File: src/design/ssl_pkg.sv
// Shared types, constants and helper functions for the source lexer.
package ssl_pkg;

    // Counter widths
    localparam int OFFSET_BITS = 32;
    localparam int LINE_BITS   = 24;
    localparam int COLUMN_BITS = 16;
    localparam int LENGTH_BITS = 16;

    // Records one item can produce, and queue sizing
    localparam int MAX_RECS       = 6;
    localparam int REC_CNT_BITS   = $clog2(MAX_RECS + 1);
    localparam int QUEUE_DEPTH    = 2;
    localparam int QUEUE_AW       = $clog2(QUEUE_DEPTH);
    localparam int CFG_REGS       = 4;
    localparam int CFG_INDEX_BITS = $clog2(CFG_REGS);
    localparam int CFG_DATA_BITS  = 64;
    localparam int SYM_SET_BITS   = CFG_REGS * CFG_DATA_BITS;

    // Character codes
    localparam logic [7:0] CH_SLASH  = 8'h2F;
    localparam logic [7:0] CH_LF     = 8'h0A;
    localparam logic [7:0] CH_QUOTE  = 8'h22;
    localparam logic [7:0] CH_BSLASH = 8'h5C;
    localparam logic [7:0] CH_USCORE = 8'h5F;
    localparam logic [7:0] CH_DOT    = 8'h2E;
    localparam logic [7:0] CH_LOW_A  = 8'h61;
    localparam logic [7:0] CH_LOW_Z  = 8'h7A;
    localparam logic [7:0] CH_UP_A   = 8'h41;
    localparam logic [7:0] CH_UP_Z   = 8'h5A;
    localparam logic [7:0] CH_DIG_0  = 8'h30;
    localparam logic [7:0] CH_DIG_9  = 8'h39;
    localparam logic [7:0] CH_SPACE  = 8'h20;
    localparam logic [7:0] CH_TAB    = 8'h09;
    localparam logic [7:0] CH_CR     = 8'h0D;

    typedef enum logic [2:0] {
        M_IDLE, M_SLASH, M_COMMENT, M_IDENT, M_NUMBER, M_STRING, M_ESC
    } mode_t;

    typedef enum logic [2:0] {
        K_TEXT, K_IDENT, K_NUMBER, K_STRING, K_SYMBOL, K_END, K_ERROR
    } kind_t;

    typedef enum logic [1:0] {
        E_NONE, E_UNTERM, E_UNEXPECTED
    } err_t;

    // Which of the three positions stored with a queue entry a record uses
    typedef enum logic [1:0] {
        P_START, P_CUR, P_FIN
    } psel_t;

    typedef struct packed {
        logic [OFFSET_BITS-1:0] offset;
        logic [LINE_BITS-1:0]   line;
        logic [COLUMN_BITS-1:0] column;
    } pos_t;

    localparam pos_t POS_RESET = '{
        offset: '0,
        line:   LINE_BITS'(1),
        column: COLUMN_BITS'(1)
    };

    typedef struct packed {
        kind_t                  kind;
        err_t                   err;
        logic [7:0]             tbyte;
        psel_t                  psel;
        logic [LENGTH_BITS-1:0] len;
    } rec_t;

    // One queue entry: every record of one input item
    typedef struct packed {
        logic [REC_CNT_BITS-1:0] rec_cnt;
        pos_t                    start0;
        pos_t                    cur;
        pos_t                    fin;
        rec_t [MAX_RECS-1:0]     recs;
    } entry_t;

    typedef struct packed {
        logic full;
        logic empty;
    } q_status_t;

    typedef struct packed {
        logic [7:0] data_byte;
        logic       has_byte;
        logic       end_of_input;
    } in_item_t;

    typedef struct packed {
        logic [2:0]             record_kind;
        logic [1:0]             error_code;
        logic [7:0]             text_byte;
        logic [OFFSET_BITS-1:0] token_offset;
        logic [LINE_BITS-1:0]   token_line;
        logic [COLUMN_BITS-1:0] token_column;
        logic [LENGTH_BITS-1:0] token_length;
        logic                   last_of_run;
    } out_item_t;

    function automatic logic is_alpha(input logic [7:0] c);
        return ((c >= CH_LOW_A) && (c <= CH_LOW_Z)) || ((c >= CH_UP_A) && (c <= CH_UP_Z));
    endfunction

    function automatic logic is_digit(input logic [7:0] c);
        return (c >= CH_DIG_0) && (c <= CH_DIG_9);
    endfunction

    function automatic logic is_space(input logic [7:0] c);
        return (c == CH_SPACE) || ((c >= CH_TAB) && (c <= CH_CR));
    endfunction

    function automatic logic [OFFSET_BITS-1:0] sat_off(input logic [OFFSET_BITS-1:0] v);
        return (v == '1) ? v : v + 1'b1;
    endfunction

    function automatic logic [LINE_BITS-1:0] sat_line(input logic [LINE_BITS-1:0] v);
        return (v == '1) ? v : v + 1'b1;
    endfunction

    function automatic logic [COLUMN_BITS-1:0] sat_col(input logic [COLUMN_BITS-1:0] v);
        return (v == '1) ? v : v + 1'b1;
    endfunction

    function automatic logic [LENGTH_BITS-1:0] sat_len(input logic [LENGTH_BITS-1:0] v);
        return (v == '1) ? v : v + 1'b1;
    endfunction

    function automatic rec_t mk_rec(input kind_t kind, input err_t err,
                                    input logic [7:0] tbyte, input psel_t psel,
                                    input logic [LENGTH_BITS-1:0] len);
        rec_t r;
        r.kind  = kind;
        r.err   = err;
        r.tbyte = tbyte;
        r.psel  = psel;
        r.len   = len;
        return r;
    endfunction

endpackage

File: src/design/ssl_front.sv
// Front end: accepts source bytes, runs the lexer state and lists each item's records.
module ssl_front (
    input  logic                               aclk,
    input  logic                               aresetn,
    input  logic                               s_valid,
    output logic                               s_ready,
    input  ssl_pkg::in_item_t                  s_data,
    input  logic                               cfg_valid,
    input  logic [ssl_pkg::CFG_INDEX_BITS-1:0] cfg_index,
    input  logic [ssl_pkg::CFG_DATA_BITS-1:0]  cfg_data,
    input  ssl_pkg::q_status_t                 q_stat,
    output logic                               push,
    output ssl_pkg::entry_t                    push_entry
);
    import ssl_pkg::*;

    logic [CFG_DATA_BITS-1:0] sym_reg [CFG_REGS];
    logic [SYM_SET_BITS-1:0]  sym_set;

    mode_t                   mode_reg, mode_next;
    logic                    dot_reg, dot_next;
    pos_t                    pos_reg, pos_next;
    pos_t                    start_reg, start_next;
    logic [LENGTH_BITS-1:0]  count_reg, count_next;

    logic                    accept;
    logic [7:0]              c;
    logic                    escaped;
    logic                    do_idle;
    psel_t                   sel_v;
    logic [REC_CNT_BITS-1:0] n_v;
    rec_t [MAX_RECS-1:0]     recs_v;
    pos_t                    fin_v;

    assign sym_set = {sym_reg[3], sym_reg[2], sym_reg[1], sym_reg[0]};
    assign s_ready = !q_stat.full;
    assign accept  = s_valid && s_ready;

    // Lexer step: state update and the record list for this beat
    always_comb begin
        c          = s_data.data_byte;
        escaped    = (mode_reg == M_ESC);
        mode_next  = mode_reg;
        dot_next   = dot_reg;
        pos_next   = pos_reg;
        start_next = start_reg;
        count_next = count_reg;
        sel_v      = P_START;
        do_idle    = 1'b0;
        n_v        = '0;
        recs_v     = '0;
        fin_v      = pos_reg;

        if (s_data.has_byte) begin
            // close or extend the open token
            case (mode_reg)
                M_SLASH: begin
                    if (c == CH_SLASH) begin
                        mode_next = M_COMMENT;
                    end else begin
                        if (sym_set[CH_SLASH]) begin
                            count_next = sat_len('0);
                            recs_v[n_v] = mk_rec(K_TEXT, E_NONE, CH_SLASH, sel_v, count_next);
                            n_v = n_v + 1'b1;
                            recs_v[n_v] = mk_rec(K_SYMBOL, E_NONE, '0, sel_v, count_next);
                            n_v = n_v + 1'b1;
                        end else begin
                            recs_v[n_v] = mk_rec(K_ERROR, E_UNEXPECTED, '0, sel_v, '0);
                            n_v = n_v + 1'b1;
                        end
                        do_idle = 1'b1;
                    end
                end
                M_COMMENT: begin
                    if (c == CH_LF) begin
                        do_idle = 1'b1;
                    end
                end
                M_IDENT: begin
                    if (is_alpha(c) || is_digit(c) || (c == CH_USCORE)) begin
                        count_next = sat_len(count_next);
                        recs_v[n_v] = mk_rec(K_TEXT, E_NONE, c, sel_v, count_next);
                        n_v = n_v + 1'b1;
                    end else begin
                        recs_v[n_v] = mk_rec(K_IDENT, E_NONE, '0, sel_v, count_next);
                        n_v = n_v + 1'b1;
                        do_idle = 1'b1;
                    end
                end
                M_NUMBER: begin
                    if (is_digit(c) || ((c == CH_DOT) && !dot_reg)) begin
                        if (c == CH_DOT) begin
                            dot_next = 1'b1;
                        end
                        count_next = sat_len(count_next);
                        recs_v[n_v] = mk_rec(K_TEXT, E_NONE, c, sel_v, count_next);
                        n_v = n_v + 1'b1;
                    end else begin
                        recs_v[n_v] = mk_rec(K_NUMBER, E_NONE, '0, sel_v, count_next);
                        n_v = n_v + 1'b1;
                        do_idle = 1'b1;
                    end
                end
                M_STRING: begin
                    if (c == CH_LF) begin
                        recs_v[n_v] = mk_rec(K_ERROR, E_UNTERM, '0, sel_v, '0);
                        n_v = n_v + 1'b1;
                        do_idle = 1'b1;
                    end else if (c == CH_QUOTE) begin
                        recs_v[n_v] = mk_rec(K_STRING, E_NONE, '0, sel_v, count_next);
                        n_v = n_v + 1'b1;
                        mode_next = M_IDLE;
                    end else if (c == CH_BSLASH) begin
                        mode_next = M_ESC;
                    end else begin
                        count_next = sat_len(count_next);
                        recs_v[n_v] = mk_rec(K_TEXT, E_NONE, c, sel_v, count_next);
                        n_v = n_v + 1'b1;
                    end
                end
                M_ESC: begin
                    count_next = sat_len(count_next);
                    recs_v[n_v] = mk_rec(K_TEXT, E_NONE, c, sel_v, count_next);
                    n_v = n_v + 1'b1;
                    mode_next = M_STRING;
                end
                default: begin
                    do_idle = 1'b1;
                end
            endcase

            // start a new token from this byte
            if (do_idle) begin
                mode_next = M_IDLE;
                if (!is_space(c)) begin
                    if (c == CH_SLASH || is_alpha(c) || c == CH_USCORE || is_digit(c)
                        || c == CH_QUOTE || sym_set[c]) begin
                        sel_v      = P_CUR;
                        count_next = '0;
                        start_next = pos_reg;
                    end
                    if (c == CH_SLASH) begin
                        mode_next = M_SLASH;
                    end else if (is_alpha(c) || (c == CH_USCORE)) begin
                        mode_next = M_IDENT;
                        count_next = sat_len(count_next);
                        recs_v[n_v] = mk_rec(K_TEXT, E_NONE, c, sel_v, count_next);
                        n_v = n_v + 1'b1;
                    end else if (is_digit(c)) begin
                        mode_next = M_NUMBER;
                        dot_next  = 1'b0;
                        count_next = sat_len(count_next);
                        recs_v[n_v] = mk_rec(K_TEXT, E_NONE, c, sel_v, count_next);
                        n_v = n_v + 1'b1;
                    end else if (c == CH_QUOTE) begin
                        mode_next = M_STRING;
                    end else if (sym_set[c]) begin
                        count_next = sat_len(count_next);
                        recs_v[n_v] = mk_rec(K_TEXT, E_NONE, c, sel_v, count_next);
                        n_v = n_v + 1'b1;
                        recs_v[n_v] = mk_rec(K_SYMBOL, E_NONE, '0, sel_v, count_next);
                        n_v = n_v + 1'b1;
                    end else begin
                        recs_v[n_v] = mk_rec(K_ERROR, E_UNEXPECTED, '0, P_CUR, '0);
                        n_v = n_v + 1'b1;
                    end
                end
            end

            // advance position; an escaped newline only moves the column
            pos_next.offset = sat_off(pos_reg.offset);
            if ((c == CH_LF) && !escaped) begin
                pos_next.line   = sat_line(pos_reg.line);
                pos_next.column = COLUMN_BITS'(1);
            end else begin
                pos_next.column = sat_col(pos_reg.column);
            end
            fin_v = pos_next;
        end

        // end of text: flush the open token, then the end record
        if (s_data.end_of_input) begin
            case (mode_next)
                M_SLASH: begin
                    if (sym_set[CH_SLASH]) begin
                        count_next = sat_len('0);
                        recs_v[n_v] = mk_rec(K_TEXT, E_NONE, CH_SLASH, sel_v, count_next);
                        n_v = n_v + 1'b1;
                        recs_v[n_v] = mk_rec(K_SYMBOL, E_NONE, '0, sel_v, count_next);
                        n_v = n_v + 1'b1;
                    end else begin
                        recs_v[n_v] = mk_rec(K_ERROR, E_UNEXPECTED, '0, sel_v, '0);
                        n_v = n_v + 1'b1;
                    end
                end
                M_IDENT: begin
                    recs_v[n_v] = mk_rec(K_IDENT, E_NONE, '0, sel_v, count_next);
                    n_v = n_v + 1'b1;
                end
                M_NUMBER: begin
                    recs_v[n_v] = mk_rec(K_NUMBER, E_NONE, '0, sel_v, count_next);
                    n_v = n_v + 1'b1;
                end
                M_STRING: begin
                    recs_v[n_v] = mk_rec(K_ERROR, E_UNTERM, '0, sel_v, '0);
                    n_v = n_v + 1'b1;
                end
                M_ESC: begin
                    count_next = sat_len(count_next);
                    recs_v[n_v] = mk_rec(K_TEXT, E_NONE, CH_BSLASH, sel_v, count_next);
                    n_v = n_v + 1'b1;
                    recs_v[n_v] = mk_rec(K_ERROR, E_UNTERM, '0, sel_v, '0);
                    n_v = n_v + 1'b1;
                end
                default: begin
                end
            endcase
            recs_v[n_v] = mk_rec(K_END, E_NONE, '0, P_FIN, '0);
            n_v = n_v + 1'b1;

            mode_next  = M_IDLE;
            dot_next   = 1'b0;
            pos_next   = POS_RESET;
            start_next = POS_RESET;
            count_next = '0;
        end
    end

    assign push               = accept && (n_v != '0);
    assign push_entry.rec_cnt = n_v;
    assign push_entry.start0  = start_reg;
    assign push_entry.cur     = pos_reg;
    assign push_entry.fin     = fin_v;
    assign push_entry.recs    = recs_v;

    // Lexer state
    always_ff @(posedge aclk) begin
        if (!aresetn) begin
            mode_reg  <= M_IDLE;
            dot_reg   <= 1'b0;
            pos_reg   <= POS_RESET;
            start_reg <= POS_RESET;
            count_reg <= '0;
        end else if (accept) begin
            mode_reg  <= mode_next;
            dot_reg   <= dot_next;
            pos_reg   <= pos_next;
            start_reg <= start_next;
            count_reg <= count_next;
        end
    end

    // Symbol set registers
    always_ff @(posedge aclk) begin
        if (!aresetn) begin
            for (int i = 0; i < CFG_REGS; i++) begin
                sym_reg[i] <= '0;
            end
        end else if (cfg_valid) begin
            sym_reg[cfg_index] <= cfg_data;
        end
    end

endmodule

File: src/design/ssl_queue.sv
// Short queue of per-beat record lists between front and back.
module ssl_queue (
    input  logic               aclk,
    input  logic               aresetn,
    input  logic               push,
    input  ssl_pkg::entry_t    push_entry,
    input  logic               pop,
    output ssl_pkg::entry_t    head,
    output ssl_pkg::q_status_t q_stat
);
    import ssl_pkg::*;

    entry_t              mem_reg [QUEUE_DEPTH];
    logic [QUEUE_AW-1:0] wr_ptr_reg, rd_ptr_reg;
    logic [QUEUE_AW:0]   cnt_reg, cnt_next;
    logic                do_push, do_pop;

    assign q_stat.full  = (cnt_reg == (QUEUE_AW + 1)'(QUEUE_DEPTH));
    assign q_stat.empty = (cnt_reg == '0);
    assign do_push      = push && !q_stat.full;
    assign do_pop       = pop && !q_stat.empty;
    assign head         = mem_reg[rd_ptr_reg];

    // Occupancy
    always_comb begin
        cnt_next = cnt_reg;
        if (do_push && !do_pop) begin
            cnt_next = cnt_reg + 1'b1;
        end else if (do_pop && !do_push) begin
            cnt_next = cnt_reg - 1'b1;
        end
    end

    always_ff @(posedge aclk) begin
        if (!aresetn) begin
            wr_ptr_reg <= '0;
            rd_ptr_reg <= '0;
            cnt_reg    <= '0;
        end else begin
            if (do_push) begin
                wr_ptr_reg <= wr_ptr_reg + 1'b1;
            end
            if (do_pop) begin
                rd_ptr_reg <= rd_ptr_reg + 1'b1;
            end
            cnt_reg <= cnt_next;
        end
    end

    // Entry storage
    always_ff @(posedge aclk) begin
        if (do_push) begin
            mem_reg[wr_ptr_reg] <= push_entry;
        end
    end

endmodule

File: src/design/ssl_back.sv
// Back end: walks each queued record list and drives one result beat per cycle while m_ready is high.
module ssl_back (
    input  logic               aclk,
    input  logic               aresetn,
    input  ssl_pkg::entry_t    head,
    input  ssl_pkg::q_status_t q_stat,
    output logic               pop,
    output logic               m_valid,
    input  logic               m_ready,
    output ssl_pkg::out_item_t m_data
);
    import ssl_pkg::*;

    logic [REC_CNT_BITS-1:0] idx_reg, idx_next;
    logic                    out_valid_reg, out_valid_next;
    out_item_t               out_reg, out_next;
    rec_t                    rec;
    pos_t                    pos;
    logic                    is_last;
    logic                    load;

    // Record selection and output register load
    always_comb begin
        rec     = head.recs[idx_reg];
        is_last = (idx_reg == (head.rec_cnt - 1'b1));
        load    = !q_stat.empty && (!out_valid_reg || m_ready);
        pop     = load && is_last;

        case (rec.psel)
            P_START: pos = head.start0;
            P_CUR:   pos = head.cur;
            P_FIN:   pos = head.fin;
            default: pos = head.fin;
        endcase

        out_next.record_kind  = rec.kind;
        out_next.error_code   = rec.err;
        out_next.text_byte    = rec.tbyte;
        out_next.token_offset = pos.offset;
        out_next.token_line   = pos.line;
        out_next.token_column = pos.column;
        out_next.token_length = rec.len;
        out_next.last_of_run  = is_last;

        idx_next       = idx_reg;
        out_valid_next = out_valid_reg && !m_ready;
        if (load) begin
            idx_next       = is_last ? '0 : idx_reg + 1'b1;
            out_valid_next = 1'b1;
        end
    end

    always_ff @(posedge aclk) begin
        if (!aresetn) begin
            idx_reg       <= '0;
            out_valid_reg <= 1'b0;
        end else begin
            idx_reg       <= idx_next;
            out_valid_reg <= out_valid_next;
        end
    end

    always_ff @(posedge aclk) begin
        if (load) begin
            out_reg <= out_next;
        end
    end

    assign m_valid = out_valid_reg;
    assign m_data  = out_reg;

endmodule

File: src/design/strict_source_lexer.sv
// Streaming source lexer: one source byte per input beat, token records out.
// An accepted beat is queued first; its results then pass through the output register.
// Throughput: an input beat can be taken every cycle while the two-entry queue has room;
// the back end sends one result per cycle while m_ready is high and pops a beat after its last result.
// Reset: synchronous, active low; lexer state, queue and output clear, symbol set reads zero.
// Configuration is always ready; a write lands in the symbol set on its handshake.
module strict_source_lexer (
    input  logic                               aclk,
    input  logic                               aresetn,
    input  logic                               s_valid,
    output logic                               s_ready,
    input  ssl_pkg::in_item_t                  s_data,
    output logic                               m_valid,
    input  logic                               m_ready,
    output ssl_pkg::out_item_t                 m_data,
    input  logic                               cfg_valid,
    output logic                               cfg_ready,
    input  logic [ssl_pkg::CFG_INDEX_BITS-1:0] cfg_index,
    input  logic [ssl_pkg::CFG_DATA_BITS-1:0]  cfg_data
);
    import ssl_pkg::*;

    logic      push;
    logic      pop;
    entry_t    push_entry;
    entry_t    head;
    q_status_t q_stat;

    assign cfg_ready = 1'b1;

    ssl_front u_front (
        .aclk       (aclk),
        .aresetn    (aresetn),
        .s_valid    (s_valid),
        .s_ready    (s_ready),
        .s_data     (s_data),
        .cfg_valid  (cfg_valid),
        .cfg_index  (cfg_index),
        .cfg_data   (cfg_data),
        .q_stat     (q_stat),
        .push       (push),
        .push_entry (push_entry)
    );

    ssl_queue u_queue (
        .aclk       (aclk),
        .aresetn    (aresetn),
        .push       (push),
        .push_entry (push_entry),
        .pop        (pop),
        .head       (head),
        .q_stat     (q_stat)
    );

    ssl_back u_back (
        .aclk    (aclk),
        .aresetn (aresetn),
        .head    (head),
        .q_stat  (q_stat),
        .pop     (pop),
        .m_valid (m_valid),
        .m_ready (m_ready),
        .m_data  (m_data)
    );

endmodule

File: config.mk
export PLATFORM = sky130hd
export DESIGN_NAME = strict_source_lexer
export DESIGN_NICKNAME = d
export VERILOG_FILES = /design/src/design/ssl_pkg.sv /design/src/design/ssl_front.sv /design/src/design/ssl_queue.sv /design/src/design/ssl_back.sv /design/src/design/strict_source_lexer.sv
export SDC_FILE = /design/constraint.sdc
export NUM_CORES = 2
export LEC_CHECK = 0
export ABC_AREA = 1
export BUFFER_PORTS_ARGS = -buffer_cell sky130_fd_sc_hd__buf_2
export CELL_PAD_IN_SITES_DETAIL_PLACEMENT = 0
export CELL_PAD_IN_SITES_GLOBAL_PLACEMENT = 1
export CORE_MARGIN = 1.5
export CORE_UTILIZATION = 40
export DETAILED_ROUTE_END_ITERATION = 16
export GPL_ROUTABILITY_DRIVEN = 0
export PLACE_DENSITY = 0.68
export SYNTH_ARGS = -nofsm -noshare
export SYNTH_HDL_FRONTEND = slang
export SYNTH_SLANG_ARGS = --single-unit
File: constraint.sdc
create_clock -name aclk -period 28.2 [get_ports aclk]
set_input_delay 0 -clock aclk [delete_from_list [all_inputs] [get_ports aclk]]
set_output_delay 0 -clock aclk [all_outputs]
set_load 0.1 [all_outputs]
* After elaboration in Yosys (flattened, before gate mapping)
Memories as Yosys holds them, arrays and structs flattened. A register that Yosys moved wholly into a read port is not among the register bits.
Cells that the tools add are included.
** Word-level totals
- Logic and storage cells :: 303
- Memories kept :: 2
- RAM bits :: 1066
- Register bits after elaboration :: 274
** Memory list
- u_queue.mem_reg :: words 2, bits a word 405, read ports 1, clocked after Yosys merged registers in 1, wr ports 1, RTL line ssl_queue.sv:13 : entry_t mem_reg [QUEUE_DEPTH];
- u_front.sym_reg :: words 4, bits a word 64, read ports 4, clocked after Yosys merged registers in 0, wr ports 4, RTL line ssl_front.sv:17 : logic [CFG_DATA_BITS-1:0] sym_reg [CFG_REGS];
** Operators by class
- Bitwise gates (word level) :: 6
- Equal/unequal tests :: 28
- Mux-type cells :: 155
- Magnitude comparators :: 20
- Reductions and logical operators :: 53
- Add/sub/neg operators :: 17
** Operators by type and width (number)
- $mux W186 :: 11
- $bwmux W186 :: 10
- $pmux W186 S5 :: 1
- $mux W72 :: 7
- $demux W31 S3 :: 5
- $mux W31 :: 13
- $mux W16 :: 25
- $and A168 B168 Y168 :: 1
- $not A168 Y168 :: 1
- $and A54 B162 Y162 :: 1
- $not A162 Y162 :: 1
- $pmux W31 S5 :: 1
- $pmux W72 S2 :: 1
- $bmux W31 S3 :: 1
- $mux W3 :: 28
- $pmux W16 S5 :: 1
- $add A16 B1 Y16 const B :: 4
- $eq A16 B16 Y1 const B :: 4
- $mux W64 :: 1
- $reduce_or A64 Y1 :: 1
- $mux W62 :: 1
- $mux W24 :: 2
- $add A32 B1 Y32 const B :: 1
- $eq A32 B32 Y1 const B :: 1
- 47 further kinds :: 156

* Depth between registers and ports, before layout
- Word-level depth :: 31
- Depth in mapped cells :: 50
- Gate-level depth less buffers :: 46

* Hierarchy
Synthesis repeated with hierarchy kept, for this count alone.
** Unflattened totals
- Cell total of the unflattened synthesis :: 6239
- Area total of the unflattened synthesis :: 64306.7 µm²
** Modules (own cells, without submodules)
- ssl_queue :: sequential area each 24423.4 µm², area an instance 29600.9 µm², cells an instance 1298, instances 1
- ssl_front :: sequential area each 10970.5 µm², area an instance 28248.3 µm², cells an instance 4147, instances 1
- ssl_back :: sequential area each 3143.0 µm², area an instance 6446.2 µm², cells an instance 792, instances 1
- strict_source_lexer :: sequential area each 0.0 µm², area an instance 11.3 µm², cells an instance 2, instances 1

* Worst setup path after synthesis
Ideal clock, no wire load.
- Path kind :: register to register
- Start :: register u_front.mode_reg[0]
- End :: memory u_queue.mem_reg[0][0] (netlist bit) (enable)
- Data required time :: 27.040 ns
- Path slack :: 6.926 ns
- Cell stages (with the launch flop) :: 32
- Arrival time :: 20.114 ns
- Clock period less this slack :: 21.274 ns
- Path buffers :: 0
- Cell sequence :: dfxtp_1 inv_2 nor2_2 inv_2 nor2_2 inv_2 nor2_1 inv_1 nor2_1 inv_1 nand3_1 inv_1 ha_1 xnor2_1 nand2_1 o211ai_1 nand2_1 nand2_1 inv_1 ha_1 inv_1 nor2_1 o31ai_1 o21ai_2 inv_1 ha_1 nand2_1 o21ai_0 nor2_1 nand3_1 nand2_1 nor2_1
** RTL lines
- from (decl) :: RTL line ssl_front.sv:20 : mode_t mode_reg, mode_next;
- from (signal assigned) :: RTL line ssl_front.sv:245 : mode_reg <= mode_next;
- to (decl) :: RTL line ssl_queue.sv:13

==> flow_metrics.env <==
export IMPL_cts_resized=0
export IMPL_busiest_layer="met2"
export IMPL_clock_sinks=1321
export IMPL_power_density_mw_per_mm2=93.5
export IMPL_synthArstFlopShare_pct=0
export IMPL_clk_latency_ps=800
export IMPL_num_rows=143
export IMPL_cp_max_fo=121
export IMPL_place_hpwl_um=111000
export IMPL_rsz0062_at_grt="no"
export IMPL_hp_class="input pin to register"
export IMPL_dr_total_vias=46844
export IMPL_slowest_delay_ps=920
export IMPL_synth_main_ff_cell="edfxtp_1"
export IMPL_grt_max_degree=183
export IMPL_clk_pin_slew_ps=60
export IMPL_min_period_over_period_pct=33.6
export IMPL_port_buffers=184
export IMPL_synth_top_area_share_pct=56.1
export IMPL_syn2layout_area_growth_pct=14.0
export IMPL_ys_ff_latch=1321
export IMPL_synth_edf_count=1148
export IMPL_fp_dieH_um=395
export IMPL_yosys_warnings=0
export IMPL_grt_pass1_vias=44443
export IMPL_end_kind="register"
export IMPL_skew_ps=31.9
export IMPL_max_freq_mhz=105
export IMPL_grtUsageTotal_pct=22.8
export IMPL_worst_hold_slack_ps=76.1
export IMPL_reg2reg_slack_ps=19560
export IMPL_seq_area_frac_synth_pct=61.8
export IMPL_vias_per_cell=5.21
export IMPL_status="finished clean"
export IMPL_grt_util_met2_pct=35.8
export IMPL_yosysTopAreaCell="edfxtp_1"
export IMPL_vdd_drop_max_mv=0.0745
export IMPL_tns_ps=0
export IMPL_clock_tree_buffer_depth=3
export IMPL_synth_area_top_cells="edfxtp_1, nand2_1, dfxtp_1"
export IMPL_core_area_mm2=0.152
export IMPL_cts_tree="yes"
export IMPL_start_util_pct=40.3
export IMPL_critPathRequiredTime_ps=28610
export IMPL_worst_ep_arrival_time_ps=9890
export IMPL_cpMaxStageDelayCell="buf_4"
export IMPL_die_area_mm2=0.156
export IMPL_grt_overflow=0
export IMPL_postSynthCellCount=6588
export IMPL_layout_nets=6934
export IMPL_tightest_slew_ps=1150
export IMPL_period_minus_slack_ps=9480
export IMPL_crit_top_cell="nand2_1"
export IMPL_met1_usage_pct=31.9
export IMPL_max_cap_viol_count=0
export IMPL_firstDrtPassIters=8
export IMPL_die_x_um=395
export IMPL_slew_viol_final=0
export IMPL_wl_um=180000
export IMPL_worst_setup_path_type="input pin to register"
export IMPL_drive_above_1_share_pct=8.97
export IMPL_drtIter0Drc=3706
export IMPL_grt_pass1_wl_um=274000
export IMPL_htree_levels=4
export IMPL_largest_reg_flops=790
export IMPL_cts_inserted_buffers=146
export IMPL_wl_per_cell_um=20.1
export IMPL_startpoint_type="input pin"
export IMPL_p_leak_nw=27.2
export IMPL_synth_distinct_cells=69
export IMPL_final_setup_viol_count=0
export IMPL_syn_area_mm2=0.0614
export IMPL_io_pins=186
export IMPL_slew_headroom_pct=23.7
export IMPL_post_cts_buffers=0
export IMPL_antenna_found_initial=3
export IMPL_ant_nets=0
export IMPL_final_hold_violation_count=0
export IMPL_use_met3_pct=3.79
export IMPL_clockRootBuffer="clkbuf_16"
export IMPL_drc=0
export IMPL_syn_area_per_cell_um2=9.32
## synthesized netlist by cell type (19+ instances only)
master and count:
o211ai_1 39, a21oi_1 327, nor4_1 22, ha_1 19, o21ai_1 58, edfxtp_1 1148
o221ai_1 52, nand4_1 45, nand2_1 2276, nor3_1 108, nand3_1 252, o22ai_1 67
xor2_1 60, xnor2_1 24, clkbuf_1 274, inv_2 49, buf_2 48, dfxtp_1 173
o21ai_0 343, inv_1 345, nor2_1 632
## critical path: cells and delay by family
| kind | cells | cell delay [ps] |
|---|---|---|
| buf+inv | 13 | 5150 |
| fa+ha+maj | 2 | 810 |
| simple gates | 15 | 3350 |
| compound gates | 3 | 410 |
## metrics by stage
step                setup WS [ps]  std cells  total power, W  cell area (µm²)  util (%)
floorplan                    6930       6709         0.00422            61900         -
global placement            17970       8638         0.00472            64500      42.4
detailed placement          17760       8638         0.00473            64500      42.4
CTS                         18630       8984         0.00663            70000      46.0
global route                17870       8984         0.00686            70000      46.0
finish                      18720       8985         0.00655            70000      46.0
## timing repair
action,4_1_cts,5_1_grt
setup endpoints to repair,0,0
hold buffers,78,0
hold endpoints to repair,314,0
## logic make-up after synthesis
family,share of synthesized area [%]
buf+inv,4.86
mux,0.0326
flops,61.8
simple gates,22.4
xor+xnor,1.20
compound gates,9.33
fa+ha+maj,0.387
other cells,0.0122
## metal layers
layer | part of all wire [%] | up-vias
li1 | - | 22709
met1 | 46 | 22544
met2 | 45 | 1299
met3 | 5.5 | 286
met4 | 3.0 | 6
met5 | 0.057 | -
## worst paths after layout
| kind | cells after the start | to | start |
|---|---|---|---|
| worst max-delay path | 33 | u_queue.mem_reg[1][56] | s_data[2] |
| worst min-delay path | 4 | u_queue.mem_reg[1][112] | s_data[3] |
| worst max register to register | 28 | u_queue.mem_reg[1][56] | u_front.mode_reg[1] |
| worst min register to register | 0 | u_queue.mem_reg[0][351] | u_front.push_entry[351] |
## layout make-up
cell class                      instances  area (µm²)
Sequential cell                      1321       37900
Clock buffer                          188        3960
Antenna cell                            1        2.50
Timing Repair Buffer                  331        2230
Fill cell                           14472       82200
Clock inverter                         80         768
Inverter                              402        1540
Tap cell                             2030        2540
Multi-Input combinational cell       4632       21000
## where the power goes
group | internal, W | switching [W] | leakage [nW]
clock | 0.00108 | 0.000797 | 2.30
combinational | 0.000381 | 0.00168 | 12.6
sequential | 0.00253 | 0.0000839 | 12.3
## cells in the final DEF (no fill, tap or decap), types with 24 or more instances in the layout
cell type,synthesis,layout
a21oi_1,327,327
buf_2,48,184
buf_4,7,68
clkbuf_1,274,28
clkbuf_16,0,147
clkinv_1,5,31
conb_1,2,123
dfxtp_1,173,170
dlygate4sd3_1,0,78
edfxtp_1,1148,1148
inv_1,345,339
inv_2,49,51
nand2_1,2276,2268
nand3_1,252,252
nand4_1,45,45
nor2_1,632,624
nor3_1,108,108
o211ai_1,39,39
o21ai_0,343,342
o21ai_1,58,58
o221ai_1,52,52
o22ai_1,67,67
xnor2_1,24,24
xor2_1,60,60
Power figures use the tool's default switching activity.
